<file path="config.mk">
export PLATFORM = sky130hd
export DESIGN_NAME = positional_list_table_core_flat
export DESIGN_NICKNAME = d
export VERILOG_FILES = /design/src/plt_pkg.sv /design/src/plt_if.sv /design/src/plt_ram.sv /design/src/plt_seq.sv /design/src/positional_list_table_core.sv /design/src/flat_wrapper.sv
export SDC_FILE = /design/constraint.sdc
export NUM_CORES = 2
export LEC_CHECK = 0
export ABC_AREA = 1
export BUFFER_PORTS_ARGS = -buffer_cell sky130_fd_sc_hd__clkbuf_2
export CELL_PAD_IN_SITES_DETAIL_PLACEMENT = 1
export CELL_PAD_IN_SITES_GLOBAL_PLACEMENT = 2
export CORE_ASPECT_RATIO = 1.25
export CORE_MARGIN = 5
export CORE_UTILIZATION = 35
export CTS_BUF_LIST = sky130_fd_sc_hd__clkbuf_16
export DETAILED_ROUTE_END_ITERATION = 10
export PLACE_DENSITY = 0.71
export SLEW_MARGIN = 20
export SYNTH_ARGS = -nofsm -noshare
export SYNTH_HDL_FRONTEND = slang
export SYNTH_SLANG_ARGS = --single-unit
</file>
<file path="constraint.sdc">
create_clock -name clk -period 4.8 [get_ports clk]
set_input_delay 0 -clock clk [delete_from_list [all_inputs] [get_ports clk]]
set_output_delay 0 -clock clk [all_outputs]
set_load 0.01 [all_outputs]
</file>
<file path="src/plt_pkg.sv">
// ----------------------------------------------------------------------------
// plt_pkg
// Shared types and constants of the positional list table.
// ----------------------------------------------------------------------------
package plt_pkg;

	localparam int DEFAULT_LIST_DEPTH   = 64;
	localparam int DEFAULT_ELEMENT_BITS = 32;

	localparam int KIND_W    = 3;
	localparam int POS_W     = 6;
	localparam int DATA_W    = 32;
	localparam int CNT_OUT_W = 7;

	typedef enum logic [KIND_W-1:0] {
		KIND_APPEND = 3'd0,
		KIND_INSERT = 3'd1,
		KIND_REMOVE = 3'd2,
		KIND_READ   = 3'd3,
		KIND_REWIND = 3'd4,
		KIND_NEXT   = 3'd5
	} kind_t;

	typedef struct packed {
		logic [DATA_W-1:0]    element_out;
		logic                 found;
		logic                 rejected;
		logic [CNT_OUT_W-1:0] entry_count;
		logic                 is_empty;
	} rsp_t;

endpackage

</file>
<file path="src/plt_if.sv">
// ----------------------------------------------------------------------------
// plt_req_if / plt_rsp_if
// Valid/ready channels carrying list requests and their results.
// ----------------------------------------------------------------------------
interface plt_req_if import plt_pkg::*; ();
	logic              valid;
	logic              ready;
	logic [KIND_W-1:0] kind;
	logic [POS_W-1:0]  position;
	logic [DATA_W-1:0] element_in;

	modport source (output valid, kind, position, element_in, input ready);
	modport sink   (input valid, kind, position, element_in, output ready);
endinterface

interface plt_rsp_if import plt_pkg::*; ();
	logic                 valid;
	logic                 ready;
	logic [DATA_W-1:0]    element_out;
	logic                 found;
	logic                 rejected;
	logic [CNT_OUT_W-1:0] entry_count;
	logic                 is_empty;

	modport source (output valid, element_out, found, rejected, entry_count, is_empty,
		input ready);
	modport sink   (input valid, element_out, found, rejected, entry_count, is_empty,
		output ready);
endinterface

</file>
<file path="src/plt_ram.sv">
// ----------------------------------------------------------------------------
// plt_ram
// Generic simple dual-port RAM, one write and one registered read port.
// ----------------------------------------------------------------------------
module plt_ram #(
	parameter int WIDTH = 32,
	parameter int DEPTH = 64
) (
	input  logic                     clk,
	input  logic                     wr_en,
	input  logic [$clog2(DEPTH)-1:0] wr_addr,
	input  logic [WIDTH-1:0]         wr_data,
	input  logic                     rd_en,
	input  logic [$clog2(DEPTH)-1:0] rd_addr,
	output logic [WIDTH-1:0]         rd_data
);

	logic [WIDTH-1:0] mem [DEPTH];

	always_ff @(posedge clk) begin
		if (wr_en) begin
			mem[wr_addr] <= wr_data;
		end
		if (rd_en) begin
			rd_data <= mem[rd_addr];
		end
	end

endmodule

</file>
<file path="src/plt_seq.sv">
// ----------------------------------------------------------------------------
// plt_seq
// Request sequencer: decodes one request, walks the slot memory to shift
// entries on insert and remove, and keeps count and cursor.
// ----------------------------------------------------------------------------
module plt_seq import plt_pkg::*; #(
	parameter int LIST_DEPTH   = DEFAULT_LIST_DEPTH,
	parameter int ELEMENT_BITS = DEFAULT_ELEMENT_BITS
) (
	input  logic                          clk,
	input  logic                          arst_n,
	input  logic                          req_valid,
	output logic                          req_ready,
	input  logic [KIND_W-1:0]             req_kind,
	input  logic [POS_W-1:0]              req_position,
	input  logic [DATA_W-1:0]             req_element,
	output logic                          res_valid,
	input  logic                          res_take,
	output rsp_t                          res,
	output logic                          mem_wr_en,
	output logic [$clog2(LIST_DEPTH)-1:0] mem_wr_addr,
	output logic [ELEMENT_BITS-1:0]       mem_wr_data,
	output logic                          mem_rd_en,
	output logic [$clog2(LIST_DEPTH)-1:0] mem_rd_addr,
	input  logic [ELEMENT_BITS-1:0]       mem_rd_data
);

	localparam int AW   = $clog2(LIST_DEPTH);
	localparam int CW   = $clog2(LIST_DEPTH + 1);
	localparam int CMPW = (CW > POS_W) ? CW : POS_W;

	typedef enum logic [2:0] {
		S_IDLE,
		S_DECODE,
		S_CAPTURE,
		S_SHIFT_UP,
		S_SHIFT_DOWN,
		S_DRAIN,
		S_WRITE,
		S_DONE
	} state_t;

	state_t                  state_q;
	kind_t                   kind_q;
	logic [POS_W-1:0]        pos_q;
	logic [ELEMENT_BITS-1:0] elem_q;
	logic [CW-1:0]           count_q;
	logic [CW-1:0]           cidx_q;
	logic                    cval_q;
	logic [AW-1:0]           ptr_q;
	logic                    pend_s1;
	logic [AW-1:0]           waddr_s1;
	logic [ELEMENT_BITS-1:0] result_q;
	logic                    found_q;
	logic                    rejected_q;

	logic          full;
	logic          pos_lt;
	logic          rem_shift;
	logic          next_ok;
	logic [AW-1:0] pos_a;
	logic [AW-1:0] last_a;

	assign full      = (count_q == CW'(LIST_DEPTH));
	assign pos_lt    = (CMPW'(pos_q) < CMPW'(count_q));
	assign rem_shift = ((CMPW'(pos_q) + CMPW'(1)) < CMPW'(count_q));
	assign next_ok   = cval_q && (cidx_q < count_q);
	assign pos_a     = AW'(pos_q);
	assign last_a    = AW'(count_q - CW'(1));

	assign req_ready = (state_q == S_IDLE);
	assign res_valid = (state_q == S_DONE);

	always_comb begin
		res.element_out = DATA_W'(result_q);
		res.found       = found_q;
		res.rejected    = rejected_q;
		res.entry_count = CNT_OUT_W'(count_q);
		res.is_empty    = (count_q == '0);
	end

	always_comb begin
		mem_rd_en   = 1'b0;
		mem_rd_addr = ptr_q;
		mem_wr_en   = pend_s1;
		mem_wr_addr = waddr_s1;
		mem_wr_data = mem_rd_data;
		unique case (state_q) inside
			S_DECODE: begin
				unique case (kind_q) inside
					KIND_APPEND, KIND_INSERT: begin
						if (!full && (kind_q == KIND_APPEND || !pos_lt)) begin
							mem_wr_en   = 1'b1;
							mem_wr_addr = AW'(count_q);
							mem_wr_data = elem_q;
						end
					end
					KIND_REMOVE, KIND_READ: begin
						mem_rd_en   = pos_lt;
						mem_rd_addr = pos_a;
					end
					KIND_NEXT: begin
						mem_rd_en   = next_ok;
						mem_rd_addr = AW'(cidx_q);
					end
					default: begin
					end
				endcase
			end
			S_SHIFT_UP, S_SHIFT_DOWN: begin
				mem_rd_en = 1'b1;
			end
			S_WRITE: begin
				mem_wr_en   = 1'b1;
				mem_wr_addr = pos_a;
				mem_wr_data = elem_q;
			end
			default: begin
			end
		endcase
	end

	always_ff @(posedge clk or negedge arst_n) begin
		if (!arst_n) begin
			state_q    <= S_IDLE;
			kind_q     <= KIND_APPEND;
			pos_q      <= '0;
			elem_q     <= '0;
			count_q    <= '0;
			cidx_q     <= '0;
			cval_q     <= 1'b0;
			ptr_q      <= '0;
			pend_s1    <= 1'b0;
			waddr_s1   <= '0;
			result_q   <= '0;
			found_q    <= 1'b0;
			rejected_q <= 1'b0;
		end else begin
			pend_s1 <= 1'b0;
			unique case (state_q)
				S_IDLE: begin
					if (req_valid) begin
						kind_q  <= kind_t'(req_kind);
						pos_q   <= req_position;
						elem_q  <= ELEMENT_BITS'(req_element);
						state_q <= S_DECODE;
					end
				end
				S_DECODE: begin
					result_q   <= '0;
					found_q    <= 1'b0;
					rejected_q <= 1'b0;
					state_q    <= S_DONE;
					unique case (kind_q) inside
						KIND_APPEND, KIND_INSERT: begin
							if (full) begin
								rejected_q <= 1'b1;
							end else if (kind_q == KIND_INSERT && pos_lt) begin
								ptr_q   <= last_a;
								cidx_q  <= CW'(pos_q) + CW'(1);
								cval_q  <= 1'b1;
								state_q <= S_SHIFT_UP;
							end else begin
								count_q <= count_q + CW'(1);
							end
						end
						KIND_REMOVE: begin
							if (pos_lt) begin
								cidx_q  <= '0;
								cval_q  <= 1'b0;
								state_q <= S_CAPTURE;
							end
						end
						KIND_READ: begin
							if (pos_lt) begin
								cidx_q  <= CW'(pos_q);
								cval_q  <= 1'b1;
								state_q <= S_CAPTURE;
							end else begin
								cidx_q <= '0;
								cval_q <= 1'b0;
							end
						end
						KIND_REWIND: begin
							cidx_q <= '0;
							cval_q <= (count_q != '0);
						end
						KIND_NEXT: begin
							if (next_ok) begin
								if ((cidx_q + CW'(1)) >= count_q) begin
									cidx_q <= '0;
									cval_q <= 1'b0;
								end else begin
									cidx_q <= cidx_q + CW'(1);
								end
								state_q <= S_CAPTURE;
							end else begin
								cidx_q <= '0;
								cval_q <= 1'b0;
							end
						end
						default: begin
						end
					endcase
				end
				S_CAPTURE: begin
					result_q <= mem_rd_data;
					found_q  <= 1'b1;
					state_q  <= S_DONE;
					if (kind_q == KIND_REMOVE) begin
						if (rem_shift) begin
							ptr_q   <= AW'(CMPW'(pos_q) + CMPW'(1));
							state_q <= S_SHIFT_DOWN;
						end else begin
							count_q <= count_q - CW'(1);
						end
					end
				end
				S_SHIFT_UP: begin
					pend_s1  <= 1'b1;
					waddr_s1 <= ptr_q + AW'(1);
					if (ptr_q == pos_a) begin
						state_q <= S_DRAIN;
					end else begin
						ptr_q <= ptr_q - AW'(1);
					end
				end
				S_SHIFT_DOWN: begin
					pend_s1  <= 1'b1;
					waddr_s1 <= ptr_q - AW'(1);
					if (ptr_q == last_a) begin
						state_q <= S_DRAIN;
					end else begin
						ptr_q <= ptr_q + AW'(1);
					end
				end
				S_DRAIN: begin
					if (kind_q == KIND_INSERT) begin
						state_q <= S_WRITE;
					end else begin
						count_q <= count_q - CW'(1);
						state_q <= S_DONE;
					end
				end
				S_WRITE: begin
					count_q <= count_q + CW'(1);
					state_q <= S_DONE;
				end
				S_DONE: begin
					if (res_take) begin
						state_q <= S_IDLE;
					end
				end
				default: begin
					state_q <= S_IDLE;
				end
			endcase
		end
	end

endmodule

</file>
<file path="src/positional_list_table_core.sv">
// ----------------------------------------------------------------------------
// positional_list_table_core
// Bounded ordered list of element words addressed by position.
// ----------------------------------------------------------------------------
// Requests arrive on req (kind, position, element_in) and each gives exactly
// one result on rsp (element_out, found, rejected, entry_count, is_empty).
// Both channels use valid/ready; a request is taken when both are high.
// Elements live in one single-port-read, single-port-write RAM; the
// sequencer handles one request at a time.
// Appends, inserts at or above the count, rejected requests, rewinds,
// unused kinds, and reads, read nexts or removes that find nothing need no
// RAM read. Read, read next and remove of the last entry read the RAM once;
// insert below the count and remove below the last entry shift the entries
// through the RAM, one RAM read per entry moved, and take the longest.
// The result appears on rsp in the same cycle as the sequencer becomes
// ready for the next request.
// Reset empties the list and clears the cursor; RAM contents stay as they
// are and are never read before being written. A stalled rsp holds its
// result in the output register; the sequencer takes one more request and
// then waits until the register is free.
// ----------------------------------------------------------------------------
module positional_list_table_core import plt_pkg::*; #(
	parameter int LIST_DEPTH   = DEFAULT_LIST_DEPTH,
	parameter int ELEMENT_BITS = DEFAULT_ELEMENT_BITS
) (
	input  logic      clk,
	input  logic      arst_n,
	plt_req_if.sink   req,
	plt_rsp_if.source rsp
);

	localparam int AW = $clog2(LIST_DEPTH);

	logic                    mem_wr_en;
	logic [AW-1:0]           mem_wr_addr;
	logic [ELEMENT_BITS-1:0] mem_wr_data;
	logic                    mem_rd_en;
	logic [AW-1:0]           mem_rd_addr;
	logic [ELEMENT_BITS-1:0] mem_rd_data;

	logic res_valid;
	logic res_take;
	rsp_t res;
	logic rsp_valid_q;
	rsp_t rsp_data_q;

	plt_seq #(
		.LIST_DEPTH   (LIST_DEPTH),
		.ELEMENT_BITS (ELEMENT_BITS)
	) u_seq (
		.clk          (clk),
		.arst_n       (arst_n),
		.req_valid    (req.valid),
		.req_ready    (req.ready),
		.req_kind     (req.kind),
		.req_position (req.position),
		.req_element  (req.element_in),
		.res_valid    (res_valid),
		.res_take     (res_take),
		.res          (res),
		.mem_wr_en    (mem_wr_en),
		.mem_wr_addr  (mem_wr_addr),
		.mem_wr_data  (mem_wr_data),
		.mem_rd_en    (mem_rd_en),
		.mem_rd_addr  (mem_rd_addr),
		.mem_rd_data  (mem_rd_data)
	);

	plt_ram #(
		.WIDTH (ELEMENT_BITS),
		.DEPTH (LIST_DEPTH)
	) u_slots (
		.clk     (clk),
		.wr_en   (mem_wr_en),
		.wr_addr (mem_wr_addr),
		.wr_data (mem_wr_data),
		.rd_en   (mem_rd_en),
		.rd_addr (mem_rd_addr),
		.rd_data (mem_rd_data)
	);

	assign res_take = !rsp_valid_q || rsp.ready;

	always_ff @(posedge clk or negedge arst_n) begin
		if (!arst_n) begin
			rsp_valid_q <= 1'b0;
			rsp_data_q  <= '0;
		end else begin
			if (res_valid && res_take) begin
				rsp_valid_q <= 1'b1;
				rsp_data_q  <= res;
			end else if (rsp.ready) begin
				rsp_valid_q <= 1'b0;
			end
		end
	end

	assign rsp.valid       = rsp_valid_q;
	assign rsp.element_out = rsp_data_q.element_out;
	assign rsp.found       = rsp_data_q.found;
	assign rsp.rejected    = rsp_data_q.rejected;
	assign rsp.entry_count = rsp_data_q.entry_count;
	assign rsp.is_empty    = rsp_data_q.is_empty;

endmodule

</file>
<file path="src/flat_wrapper.sv">
// flat-port wrapper written by rule: the top's interface ports become plain ports
module positional_list_table_core_flat import plt_pkg::*;
#(
	parameter int LIST_DEPTH   = DEFAULT_LIST_DEPTH,
	parameter int ELEMENT_BITS = DEFAULT_ELEMENT_BITS
)
  (clk, arst_n, req_valid, req_kind, req_position, req_element_in, req_ready, rsp_valid, rsp_element_out, rsp_found, rsp_rejected, rsp_entry_count, rsp_is_empty, rsp_ready);
  plt_req_if req_i ();
  plt_rsp_if rsp_i ();
  input  logic clk;
  input  logic arst_n;
  input wire logic [$bits(req_i.valid)-1:0] req_valid;
  input wire logic [$bits(req_i.kind)-1:0] req_kind;
  input wire logic [$bits(req_i.position)-1:0] req_position;
  input wire logic [$bits(req_i.element_in)-1:0] req_element_in;
  output wire logic [$bits(req_i.ready)-1:0] req_ready;
  output wire logic [$bits(rsp_i.valid)-1:0] rsp_valid;
  output wire logic [$bits(rsp_i.element_out)-1:0] rsp_element_out;
  output wire logic [$bits(rsp_i.found)-1:0] rsp_found;
  output wire logic [$bits(rsp_i.rejected)-1:0] rsp_rejected;
  output wire logic [$bits(rsp_i.entry_count)-1:0] rsp_entry_count;
  output wire logic [$bits(rsp_i.is_empty)-1:0] rsp_is_empty;
  input wire logic [$bits(rsp_i.ready)-1:0] rsp_ready;
  assign req_i.valid = req_valid;
  assign req_i.kind = req_kind;
  assign req_i.position = req_position;
  assign req_i.element_in = req_element_in;
  assign req_ready = req_i.ready;
  assign rsp_valid = rsp_i.valid;
  assign rsp_element_out = rsp_i.element_out;
  assign rsp_found = rsp_i.found;
  assign rsp_rejected = rsp_i.rejected;
  assign rsp_entry_count = rsp_i.entry_count;
  assign rsp_is_empty = rsp_i.is_empty;
  assign rsp_i.ready = rsp_ready;
  positional_list_table_core #(.LIST_DEPTH(LIST_DEPTH), .ELEMENT_BITS(ELEMENT_BITS)) u_core (.clk(clk), .arst_n(arst_n), .req(req_i), .rsp(rsp_i));
endmodule
</file>
==> reports/metrics.cfg <==
[power]
peakVddDrop_uv=593
clock_power_share_pct=22.1
p_int_uw=45900
power_density_mw_per_mm2=695
seqPwrFrac_pct=35.4
power.leakage_uw=0.0480
p_switching_uw=33700
switching_share_pct=42.3
power_frac_comb_pct=42.5

[floorplan]
fp-row-count=217
die_width_um=485
dieArea_sq_mm=0.292
io_pins=89
core_sq_mm=0.280
die_y_um=603
start_util_pct=35.2

[critical_path]
critPathLaunch=u_core.u_seq.kind_q[2]
rr_worst_depth=16
endpoint=u_core.u_slots.rd_data[17]
timing.rr.end=u_core.u_slots.rd_data[17]
r2r-start=u_core.u_seq.kind_q[2]
critPathArrivalTime_ns=5.12
cp-start-kind=flop
crit_fanout=129
worstSetupEndpointType=flop
critical_path_class=flop to flop
rrSetupSlack_ns=0.27
crit_required_ns=5.39

[sta]
max_clock_freq_mhz=221
maxSlewHeadroom_pct=27.9
grt_setup_unrepaired=false
maxSlewViolCount=0
fin_skew_ns=0.0660
tns_ns=0
tightest_slew_ns=1.08
fin_crit_sh_pct=94.4
setup_viol=0
hold_viol_final=0
fin_crit_ns=4.53

[detailed_routing]
drt-total-wl_mm=333
vias=70200
drt-pass1-iter-count=5
viasPerCell=5.12
drc_errors=0
ant_nets=0
wire_per_inst_um=24.3
dr.first_iter.drc_count=5088

[clock_network]
htreeDepth=4
cts_tree=built
cts.sinks=2229
cts_root_buf=clkbuf_16
numCtsBuffers=231
clkTransAtPathRegs_ns=0.06
clkLatencyLatePin_ns=0.91
clk_path_buf_depth=4
cts_setup_buffers=0

[synth]
syn_avg_cell_area_sq_um=10.3
ys_ff_latch=2229
yosysMostFrequentCell=nand3_1
synth_flop_cell=edfxtp_1
synthDistinctLibCells=45
yosysWarnings=0
synth_top_area_share_pct=63.4
synth.yosys.seq_area_share_pct=67.2
synthTopCellsByCount=nand3_1, nand2_1, edfxtp_1
async_reset_ff_share_pct=6.68
syn_area_sq_mm=0.0986
synth_edf_count=2080
postSynthCellCount=9601
synth.top_cells.by_area=edfxtp_1, nand3_1, nand2_1
synth_nets=9681
synth_top_area_cell=edfxtp_1

[placement]
dp_hpwl_mm=194
portBuffers=88
place_inst=13200
place.gp.congestion=0.829

[cells_and_area]
instances_no_fill=13700
drive_above_1_share_pct=8.27
fin_nets=9881
area_growth_pct=16.3

[worst_hold_path]
hold_path.class=primary input to flop
hold_depth=4

[outcome]
status=completed

[flow_run]
max_cap_viol_count=0

[global_routing]
grt_first_pass_wirelength_mm=491
grt_usage_pct=22.2
antenna_found_initial=8
grt_max_degree=130
first_global_vias=73200
grt_remaining_overflow=0

-- critical path, stage by stage (launching register included) --
cell and delay, ns:
dfrtp_1 0.48, inv_1 0.18, ha_1 0.27, inv_1 0.18
nand2_1 0.10, nand2_1 0.37, buf_4 0.23, nand2_4 0.15
nand2_4 0.36, buf_12 0.36, nand2_1 0.11, nand3_1 0.15
nand3_1 0.08, nand3_1 0.12, nand3_1 0.21, nand3_1 0.39
nand2_1 0.09
-- stage by stage --
| stage | hold WS (ns) | total power, uW | cell area (sq um) | utilization [%] | setup WS [ns] |
|---|---|---|---|---|---|
| 5_1_grt | 0.0441 | 83600 | 115000 | 40.9 | 0.0240 |
| 6_report | 0.0654 | 79600 | 115000 | 40.9 | 0.271 |
| 2_1_floorplan | -0.296 | 46700 | 98600 | - | -0.419 |
| 3_5_place_dp | 0.0455 | 62100 | 106000 | 37.9 | 0.278 |
| 3_3_place_gp | 0.0438 | 61500 | 106000 | 37.9 | 0.421 |
| 4_1_cts | 0.0121 | 80100 | 114000 | 40.9 | 0.275 |
-- state kept, by name, indices dropped and copies added, names as in the netlist, 6 cells and up --
name,flops
u_core.u_seq.waddr_s1,6
u_core.u_seq.ptr_q,6
u_core.u_seq.result_q,32
u_core.rsp.entry_count,7
u_core.u_seq.pos_a,6
u_core.rsp.element_out,32
u_core.u_slots.mem,2048
u_core.u_slots.rd_data,32
u_core.u_seq.count_q,7
u_core.u_seq.cidx_q,7
u_core.u_seq.elem_q,32
-- placed cells by master (no fill, tap or decap), types with 91 or more instances in the layout --
| cell type | Yosys | layout |
|---|---|---|
| buf_4 | 3 | 142 |
| clkbuf_16 | 0 | 232 |
| nand2_1 | 2129 | 2121 |
| edfxtp_1 | 2080 | 2080 |
| dlygate4sd3_1 | 0 | 110 |
| dfrtp_1 | 149 | 149 |
| nand3_1 | 2193 | 2193 |
| buf_12 | 0 | 136 |
| nand3b_1 | 128 | 128 |
| o21ai_0 | 124 | 91 |
| inv_1 | 1943 | 1999 |
-- what timing repair did --
action,4_1_cts,5_1_grt
endpoints found under the hold margin,195,0
setup endpoints to repair,0,1
gates resized for setup,0,2
hold buffers,111,0
-- cell families after synthesis --
family	Yosys count	share of synthesized area, %
AND/OR/NAND/NOR	4612	20.9
flip-flops	2229	67.2
AO/OA/AOI/OAI	205	1.17
XOR/XNOR	25	0.222
buffers and inverters	2463	9.70
adder cells (fa/ha/maj)	35	0.444
multiplexers	32	0.366
-- power by group through the flow --
stage / Clock, uW / Sequential, uW / Combinational (uW)
2_1_floorplan: 0 / 28800 / 18000
3_3_place_gp: 0 / 28500 / 33000
3_5_place_dp: 0 / 28600 / 33600
4_1_cts: 18000 / 28200 / 33900
5_1_grt: 18800 / 28300 / 36500
6_report: 17600 / 28200 / 33800
-- layer usage --
metal  share of wire, %  track usage, %
met3                4.3            2.29
met5                  0               0
met2                 51            40.0
met1                 42            28.1
met4                3.1            6.76
-- worst min path at each step --
stage                                            end   startpoint  slack, ns
after detailed placement  u_core.rsp.element_out[29]       arst_n       0.05
after global routing          u_core.u_seq.kind_q[2]  req_kind[2]       0.04
after CTS                     u_core.u_seq.kind_q[2]  req_kind[2]       0.01
after global placement    u_core.rsp.element_out[29]       arst_n       0.04
final                         u_core.u_seq.kind_q[2]  req_kind[2]       0.07
after floorplan            u_core.rsp.element_out[0]       arst_n      -0.30
-- final cells by class --
cell class | count | area [sq um]
clock inverter | 187 | 1410
tap | 3723 | 4660
inverter | 1950 | 7350
multi-input combinational | 4909 | 23700
clock buffer | 232 | 5810
fill | 30500 | 165000
sequential | 2229 | 66200
antenna | 3 | 7.51
timing repair buffer | 480 | 5430
Power figures use the tool's default switching activity.
